### config.mk
export PLATFORM = sky130hd
export DESIGN_NAME = two_way_cache_byte_read
export DESIGN_NICKNAME = d
export VERILOG_FILES = /design/src/sv/twcbr_pkg.sv /design/src/sv/twcbr_front.sv /design/src/sv/twcbr_queue.sv /design/src/sv/twcbr_back.sv /design/src/sv/two_way_cache_byte_read.sv
export SDC_FILE = /design/constraint.sdc
export NUM_CORES = 2
export LEC_CHECK = 0
export BUFFER_PORTS_ARGS = -buffer_cell sky130_fd_sc_hd__buf_2
export CAP_MARGIN = 15
export CORE_ASPECT_RATIO = 1.25
export CORE_MARGIN = 2
export CORE_UTILIZATION = 40
export CTS_CLUSTER_DIAMETER = 100
export CTS_CLUSTER_SIZE = 30
export DETAILED_ROUTE_END_ITERATION = 10
export SYNTH_ARGS = -nofsm -noshare
export SYNTH_HDL_FRONTEND = slang
export SYNTH_SLANG_ARGS = --single-unit
### constraint.sdc
create_clock -name i_clk -period 9.7 [get_ports i_clk]
set_clock_uncertainty 0.05 [all_clocks]
set_input_delay 0.97 -clock i_clk [delete_from_list [all_inputs] [get_ports i_clk]]
set_output_delay 0.97 -clock i_clk [all_outputs]
set_load 0.02 [all_outputs]
### src/sv/twcbr_pkg.sv
// shared types and constants for the two-way byte read cache
// address split, request record and queue sizing; no dependencies
package twcbr_pkg;

    // geometry
    localparam int NUM_SETS   = 32;
    localparam int ADDR_BITS  = 20;
    localparam int OFF_BITS   = 2;
    localparam int SET_BITS   = $clog2(NUM_SETS);
    localparam int TAG_BITS   = ADDR_BITS - SET_BITS - OFF_BITS;
    localparam int WORD_BITS  = 32;
    localparam int BYTE_BITS  = 8;
    localparam int BYTE_SHIFT = $clog2(BYTE_BITS);

    // queue between front and back
    localparam int Q_DEPTH    = 2;
    localparam int Q_PTR_BITS = $clog2(Q_DEPTH);
    localparam int Q_CNT_BITS = $clog2(Q_DEPTH + 1);

    // decoded request
    typedef struct packed {
        logic [TAG_BITS-1:0]  tag;
        logic [SET_BITS-1:0]  set_idx;
        logic [OFF_BITS-1:0]  offset;
        logic [WORD_BITS-1:0] word;
    } t_req;

    // one cache line with its tag
    typedef struct packed {
        logic [TAG_BITS-1:0]  tag;
        logic [WORD_BITS-1:0] data;
    } t_line;

endpackage

### src/sv/twcbr_front.sv
// front end: takes a request transfer, splits the address, hands it to the queue
// depends on twcbr_pkg
module twcbr_front (
    input  logic                          i_clk,
    input  logic                          i_rst_n,
    input  logic                          i_start,
    input  logic [twcbr_pkg::ADDR_BITS-1:0] i_phys_address,
    input  logic [twcbr_pkg::WORD_BITS-1:0] i_memory_word,
    input  logic                          i_q_full,
    output logic                          o_busy,
    output logic                          o_push,
    output twcbr_pkg::t_req               o_req
);
    import twcbr_pkg::*;

    logic r_req_vld;
    logic n_req_vld;
    t_req r_req;
    logic accept;

    // hold off only when the staging register cannot drain
    assign o_busy = r_req_vld && i_q_full;
    assign o_push = r_req_vld && !i_q_full;
    assign accept = i_start && !o_busy;
    assign o_req  = r_req;

    // staging register occupancy
    always_comb begin
        if (accept) begin
            n_req_vld = 1'b1;
        end else if (o_push) begin
            n_req_vld = 1'b0;
        end else begin
            n_req_vld = r_req_vld;
        end
    end

    always_ff @(posedge i_clk) begin
        if (!i_rst_n) begin
            r_req_vld <= 1'b0;
        end else begin
            r_req_vld <= n_req_vld;
        end
    end

    // address split into tag, set and byte offset
    always_ff @(posedge i_clk) begin
        if (accept) begin
            r_req.tag     <= i_phys_address[ADDR_BITS-1 -: TAG_BITS];
            r_req.set_idx <= i_phys_address[OFF_BITS +: SET_BITS];
            r_req.offset  <= i_phys_address[OFF_BITS-1:0];
            r_req.word    <= i_memory_word;
        end
    end

endmodule

### src/sv/twcbr_queue.sv
// small in-order queue of decoded requests between front and back
// depends on twcbr_pkg
module twcbr_queue (
    input  logic            i_clk,
    input  logic            i_rst_n,
    input  logic            i_push,
    input  twcbr_pkg::t_req i_data,
    input  logic            i_pop,
    output twcbr_pkg::t_req o_data,
    output logic            o_full,
    output logic            o_empty
);
    import twcbr_pkg::*;

    t_req                  r_mem [Q_DEPTH];
    logic [Q_PTR_BITS-1:0] r_wr_ptr;
    logic [Q_PTR_BITS-1:0] r_rd_ptr;
    logic [Q_CNT_BITS-1:0] r_count;
    logic [Q_CNT_BITS-1:0] n_count;

    assign o_full  = (r_count == Q_CNT_BITS'(Q_DEPTH));
    assign o_empty = (r_count == '0);
    assign o_data  = r_mem[r_rd_ptr];

    // occupancy update
    always_comb begin
        case ({i_push, i_pop})
            2'b10:   n_count = r_count + 1'b1;
            2'b01:   n_count = r_count - 1'b1;
            default: n_count = r_count;
        endcase
    end

    always_ff @(posedge i_clk) begin
        if (!i_rst_n) begin
            r_wr_ptr <= '0;
            r_rd_ptr <= '0;
            r_count  <= '0;
        end else begin
            if (i_push) begin
                r_wr_ptr <= (r_wr_ptr == Q_PTR_BITS'(Q_DEPTH - 1)) ? '0 : r_wr_ptr + 1'b1;
            end
            if (i_pop) begin
                r_rd_ptr <= (r_rd_ptr == Q_PTR_BITS'(Q_DEPTH - 1)) ? '0 : r_rd_ptr + 1'b1;
            end
            r_count <= n_count;
        end
    end

    // entry storage
    always_ff @(posedge i_clk) begin
        if (i_push) begin
            r_mem[r_wr_ptr] <= i_data;
        end
    end

    // checks
    a_no_push_full: assert property (@(posedge i_clk) disable iff (!i_rst_n)
        o_full |-> !i_push) else $error("push into a full queue");
    a_no_pop_empty: assert property (@(posedge i_clk) disable iff (!i_rst_n)
        o_empty |-> !i_pop) else $error("pop from an empty queue");
    a_count_bound: assert property (@(posedge i_clk) disable iff (!i_rst_n)
        r_count <= Q_CNT_BITS'(Q_DEPTH)) else $error("queue count out of range");

endmodule

### src/sv/twcbr_back.sv
// back end: tag lookup in both ways, byte select, miss fill and replacement
// depends on twcbr_pkg; holds the tag and data arrays of both ways
module twcbr_back (
    input  logic                          i_clk,
    input  logic                          i_rst_n,
    input  logic                          i_q_empty,
    input  twcbr_pkg::t_req               i_q_data,
    output logic                          o_pop,
    output logic                          o_strobe,
    output logic [twcbr_pkg::BYTE_BITS-1:0] o_data_byte,
    output logic                          o_from_memory
);
    import twcbr_pkg::*;

    typedef enum logic [1:0] {
        B_IDLE = 2'b01,
        B_LOOK = 2'b10
    } t_bstate;

    t_bstate r_state;
    t_bstate n_state;

    t_line r_way0 [NUM_SETS];
    t_line r_way1 [NUM_SETS];
    logic [1:0] r_way_valid [NUM_SETS];
    logic       r_last_fill [NUM_SETS];

    t_req  r_work;
    t_line r_rd0;
    t_line r_rd1;

    logic                 r_strobe;
    logic [BYTE_BITS-1:0] r_data_byte;
    logic                 r_from_memory;

    logic [1:0]           cur_valid;
    logic                 hit0;
    logic                 hit1;
    logic                 miss;
    logic                 victim;
    logic                 fill;
    logic [WORD_BITS-1:0] sel_word;

    assign o_pop = (r_state == B_IDLE) && !i_q_empty;

    // sequencer: read arrays, then compare and fill
    always_comb begin
        unique case (r_state)
            B_IDLE:  n_state = o_pop ? B_LOOK : B_IDLE;
            B_LOOK:  n_state = B_IDLE;
            default: n_state = B_IDLE;
        endcase
    end

    always_ff @(posedge i_clk) begin
        if (!i_rst_n) begin
            r_state <= B_IDLE;
        end else begin
            r_state <= n_state;
        end
    end

    // registered read of both ways at the request's set
    always_ff @(posedge i_clk) begin
        if (o_pop) begin
            r_work <= i_q_data;
            r_rd0  <= r_way0[i_q_data.set_idx];
            r_rd1  <= r_way1[i_q_data.set_idx];
        end
    end

    // hit detection, victim choice, fill enable and word select
    always_comb begin
        cur_valid = r_way_valid[r_work.set_idx];
        hit0      = cur_valid[0] && (r_rd0.tag == r_work.tag);
        hit1      = cur_valid[1] && (r_rd1.tag == r_work.tag);
        miss      = !hit0 && !hit1;
        if (!cur_valid[0]) begin
            victim = 1'b0;
        end else if (!cur_valid[1]) begin
            victim = 1'b1;
        end else begin
            victim = !r_last_fill[r_work.set_idx];
        end
        fill = (r_state == B_LOOK) && miss;
        if (hit0) begin
            sel_word = r_rd0.data;
        end else if (hit1) begin
            sel_word = r_rd1.data;
        end else begin
            sel_word = r_work.word;
        end
    end

    // line fill on a miss
    always_ff @(posedge i_clk) begin
        if (fill) begin
            if (victim) begin
                r_way1[r_work.set_idx] <= '{tag: r_work.tag, data: r_work.word};
            end else begin
                r_way0[r_work.set_idx] <= '{tag: r_work.tag, data: r_work.word};
            end
        end
    end

    // valid bits and replacement order
    always_ff @(posedge i_clk) begin
        if (!i_rst_n) begin
            for (int s = 0; s < NUM_SETS; s++) begin
                r_way_valid[s] <= 2'b00;
                r_last_fill[s] <= 1'b0;
            end
        end else if (fill) begin
            r_way_valid[r_work.set_idx][victim] <= 1'b1;
            r_last_fill[r_work.set_idx]         <= victim;
        end
    end

    // result register
    always_ff @(posedge i_clk) begin
        if (!i_rst_n) begin
            r_strobe <= 1'b0;
        end else begin
            r_strobe <= (r_state == B_LOOK);
        end
    end

    always_ff @(posedge i_clk) begin
        if (r_state == B_LOOK) begin
            r_data_byte   <= sel_word[{r_work.offset, BYTE_SHIFT'(0)} +: BYTE_BITS];
            r_from_memory <= miss;
        end
    end

    assign o_strobe      = r_strobe;
    assign o_data_byte   = r_data_byte;
    assign o_from_memory = r_from_memory;

    // checks
    a_strobe_after_look: assert property (@(posedge i_clk) disable iff (!i_rst_n)
        o_strobe |-> $past(r_state == B_LOOK)) else $error("result without lookup");
    a_no_double_hit: assert property (@(posedge i_clk) disable iff (!i_rst_n)
        (r_state == B_LOOK) |-> !(hit0 && hit1)) else $error("tag present in both ways");
    a_fill_sets_valid: assert property (@(posedge i_clk) disable iff (!i_rst_n)
        (o_strobe && o_from_memory) |-> (r_way_valid[r_work.set_idx] != 2'b00))
        else $error("miss left set without a valid way");

endmodule

### src/sv/two_way_cache_byte_read.sv
// top level of the two-way set-associative byte read cache
// depends on twcbr_pkg, twcbr_front, twcbr_queue, twcbr_back
//
//  channel   handshake              payload
//  request   start & !busy          i_phys_address, i_memory_word
//  result    o_strobe (one cycle)   o_data_byte, o_from_memory
//
// the back end handles each request in two steps: the first reads both ways' tag and
// data arrays at the set, the second compares, selects the byte and fills on a miss;
// it pops the next request from the queue only once it is back in idle.
// on an idle block a request passes the staging register, the queue, the back end's
// work register and array read and the result register before the strobe rises.
// synchronous active-low reset clears valid bits, replacement order and control.
// busy rises only when the staging register and the two-entry queue are full;
// the receiver cannot stall the result.
module two_way_cache_byte_read (
    input  logic        i_clk,
    input  logic        i_rst_n,
    input  logic        start,
    output logic        busy,
    input  logic [19:0] i_phys_address,
    input  logic [31:0] i_memory_word,
    output logic        o_strobe,
    output logic [7:0]  o_data_byte,
    output logic        o_from_memory
);
    import twcbr_pkg::*;

    t_req f_req;
    t_req q_data;
    logic f_push;
    logic q_full;
    logic q_empty;
    logic b_pop;

    // request decode and staging
    twcbr_front u_front (
        .i_clk          (i_clk),
        .i_rst_n        (i_rst_n),
        .i_start        (start),
        .i_phys_address (i_phys_address),
        .i_memory_word  (i_memory_word),
        .i_q_full       (q_full),
        .o_busy         (busy),
        .o_push         (f_push),
        .o_req          (f_req)
    );

    // decoupling queue
    twcbr_queue u_queue (
        .i_clk   (i_clk),
        .i_rst_n (i_rst_n),
        .i_push  (f_push),
        .i_data  (f_req),
        .i_pop   (b_pop),
        .o_data  (q_data),
        .o_full  (q_full),
        .o_empty (q_empty)
    );

    // lookup, fill and result
    twcbr_back u_back (
        .i_clk         (i_clk),
        .i_rst_n       (i_rst_n),
        .i_q_empty     (q_empty),
        .i_q_data      (q_data),
        .o_pop         (b_pop),
        .o_strobe      (o_strobe),
        .o_data_byte   (o_data_byte),
        .o_from_memory (o_from_memory)
    );

endmodule
==> reports/qor.txt <==
Sort of element at the end of the critical path: flip-flop
Filler cell count: 28500
R2R cell count: 9
Initial antenna violation count: 18
Most frequently used flop master after synthesis: sky130_fd_sc_hd__edfxtp_1
Power density relative to cell area: 240 nW/um^2
# Max-Cap Violations: 0
Ratio of routed vias to standard cells: 5.87
Total area of multi-input combinational cells: 29200 sq um
Number of cells upsized or downsized after cts: 0
Clock edge transition at the registers on the reported setup and hold paths: 0.12 ns
Number of vias after detailed routing: 80800
Number of hold buffers added after CTS: 0
Final cycle utilization of the critical path: 56.6%
Core region area: 322000 sq um
Post-synthesis cell type count: 43
Instance count of the mapped netlist: 9731
Most frequent cells in the layout: sky130_fd_sc_hd__edfxtp_1 (3187), sky130_fd_sc_hd__nand2_1 (2919), sky130_fd_sc_hd__nand3_1 (1483)
Clock power share: 21.2%
Cell Count Post-Placement: 13600
Warning count from the yosys run: 0
Average size of a mapped cell: 13.3 sq um
Horizontal extent of the die: 513 microns
Synthesis-stage register bit count: 3297
IO buf count: 65
Clock tree root buffer cell: sky130_fd_sc_hd__clkbuf_16
EDFF count, synth: 3187
Startpoint type of the worst setup path: flip-flop
Pin slew with the least headroom to its limit: 1.26 ns
Final hold violation count: 0
Final-layout setup total negative slack: 0 ns
Number of sinks handled by clock tree synthesis: 3297
Net count after synthesis: 9787
Post-CTS setup repair buffer count: 0
Sequential-to-total area share from yosys stat: 75.7%
Most common cell after layout, fill and taps aside: sky130_fd_sc_hd__edfxtp_1
Total Routed Length: 373000 microns
Cell Area, Synth: 129000 sq um
TritonCTS buffer count: 139
FF-to-FF End: u_back.r_way0[23][18]$_DFFE_PP_
CP max FO: 36
Cell count of the worst hold path: 1
Run status: completed
Total global-route track usage: 22.1%
Switching power as a share of total power: 33.3%
Total half-perimeter wirelength after legalization and detailed placement: 198000 microns
Type of the worst setup path: reg2reg
Clock network latency to the later pin of the worst-skew pair: 0.91 ns
Avg WL per Cell: 27.1 microns
Unrepaired setup endpoints after global routing: no
Combinational cell fraction of total power: 24.3%
Hold_sp: i_memory_word[7]
Nets@finish: 9552
Cell-internal power: 0.0222 W
Initial DRC count: 10500
Critical Path RT: 10.14 ns
Number of pins exceeding their max-slew limit in the final report: 0
Min cycle time layout: 5.49 ns
Sequential power share: 54.6%
Arrival time worst endpoint: 5.94 ns
Worst hold-check path type: in2reg
Top-level port count: 66
Finished Layout Cells: 13800
Buffer depth of the longest clock path: 4
Number of H-tree levels: 4
Die Outline Area: 328000 sq um
Worst max-slew margin expressed relative to the limit: 16.0%
Worst VDD drop: 0.221 mV
Psw: 0.0111 W
Area added between synthesis and finish: 7.39%
Antenna-violating nets left: 0
Fraction of layout cells with a size suffix above 1: 6.52%
Router iterations before antenna repair: 6
Leak pwr: 46.0 nW
Number of design rule violations left after detail routing: 0
Vias in the first global route: 77100
Floorplan row count: 233
Initial core utilization: 40.2%
Die Span Y: 640 microns
Sequential cell area: 97900 sq um
TritonCTS clock tree: yes
GP Congestion: 0.873
Global-route wire length before repair: 538000 microns
Hold endpoint: u_front.o_req[7]$_DFFE_PP_
Final setup violation count: 0
Peak Freq: 182 MHz
Largest net degree at the start of global routing: 177
Post-synth ARST share: 0%
Overflow after GRT: 0
Minimum setup slack among reg-to-reg paths: 4.21 ns
## through the flow
| step | power (W) | hold WS (ns) | util [%] | area, sq um | setup slack (ns) |
|---|---|---|---|---|---|
| after global placement | 0.0264 | 0.374 | 41.9 | 135000 | 3.97 |
| after detailed placement | 0.0265 | 0.383 | 41.9 | 135000 | 3.94 |
| after global routing | 0.0344 | 0.174 | 43.1 | 139000 | 3.96 |
| final | 0.0333 | 0.204 | 43.1 | 139000 | 4.21 |
| after CTS | 0.0334 | 0.153 | 43.1 | 139000 | 3.90 |
| after floorplan | 0.0229 | 0.371 | - | 129000 | 3.78 |
## registers in the layout, summed over array words and instances (netlist names), named ones only
register,cells
u_back.r_way0,1440
u_back.r_way1,1440
u_queue.r_mem,104
u_back.r_way_valid,64
u_back.r_work,52
u_front.o_req,52
u_back.r_rd0,45
u_back.r_rd1,45
u_back.r_last_fill,32
u_back.o_data_byte,8
u_back.r_state,2
u_queue.r_count,2
u_back.o_from_memory,1
u_back.o_strobe,1
u_front.r_req_vld,1
u_queue.r_rd_ptr,1
u_queue.r_wr_ptr,1
## cell type report
cell class              instances  area share [%]
clock buffers                 176            2.70
repair buffers                314            1.80
well taps                    4230            3.81
clock inverters                10           0.108
multi-input cells            5732            21.0
flip-flops and latches       3297            70.5
diodes                          4         0.00720
inverters                      12          0.0594
## routing by layer
metal	global-route usage, %	part of all wire, %	vias up
li1	-	-	35200
met1	30.1	40	41400
met2	37.1	49	3634
met3	2.41	8.0	559
met4	7.26	3.6	0
met5	0	0	-
## critical path, cell delays in order, from the launching register on
cell	delay (ns)
sky130_fd_sc_hd__dfxtp_1	0.75
sky130_fd_sc_hd__nor2b_1	0.33
sky130_fd_sc_hd__a22oi_1	0.29
sky130_fd_sc_hd__a21oi_1	0.15
sky130_fd_sc_hd__or4_1	0.55
sky130_fd_sc_hd__buf_4	0.27
sky130_fd_sc_hd__o31a_2	0.66
sky130_fd_sc_hd__buf_4	0.41
sky130_fd_sc_hd__nor3_4	0.86
sky130_fd_sc_hd__buf_4	0.72
## logic make-up (layout without fill, tap and decap cells)
logic type | count (synthesis) | count (layout) | synth area share (%)
AOI/OAI and AO/OA | 856 | 856 | 5.17
xor gates and xnor gates | 30 | 30 | 0.203
adders and majority gates | 1 | 1 | 0.00967
buffers and inverters | 702 | 512 | 2.10
DFF | 3297 | 3297 | 75.7
muxes | 106 | 106 | 1.02
other | 0 | 4 | 0
and+or+nand+nor | 4739 | 4739 | 15.8
## worst max path at each step
stage | from | end | slack (ns) | cells after the start
floorplan | u_back.r_work[46]$_DFFE_PP_ | u_back.r_way1[0][0]$_DFFE_PP_ | 3.78 | 8
global placement | flip-flop | u_back.r_way1[27][33]$_DFFE_PP_ | 3.97 | 8
detailed placement | flip-flop | u_back.r_way0[23][38]$_DFFE_PP_ | 3.94 | 9
CTS | flip-flop | u_back.r_way0[23][36]$_DFFE_PP_ | 3.90 | 9
global route | flip-flop | u_back.r_way0[23][43]$_DFFE_PP_ | 3.96 | 9
finish | flip-flop | u_back.r_way0[23][18]$_DFFE_PP_ | 4.21 | 9
## synth_stat cells (48+ instances only)
cell	number	share of area, %
sky130_fd_sc_hd__a21o_1	90	0.52
sky130_fd_sc_hd__a311oi_1	450	3.0
sky130_fd_sc_hd__nor3_1	72	0.28
sky130_fd_sc_hd__clkbuf_1	642	1.9
sky130_fd_sc_hd__mux2_2	48	0.42
sky130_fd_sc_hd__dfxtp_1	110	1.7
sky130_fd_sc_hd__and3_1	184	0.89
sky130_fd_sc_hd__edfxtp_1	3187	74
sky130_fd_sc_hd__nand3_1	1484	5.7
sky130_fd_sc_hd__nand2_1	2919	8.5
sky130_fd_sc_hd__a31oi_1	122	0.59
sky130_fd_sc_hd__o21a_1	106	0.62
## power by group through the flow
stage,Clock [W],Sequential (W),Combinational (W)
6_report,0.00705,0.0182,0.00808
5_1_grt,0.00758,0.0182,0.00867
4_1_cts,0.00717,0.0182,0.00806
3_5_place_dp,0,0.0185,0.00804
3_3_place_gp,0,0.0185,0.00788
2_1_floorplan,0,0.0189,0.00401
Power figures use the tool's default switching activity.
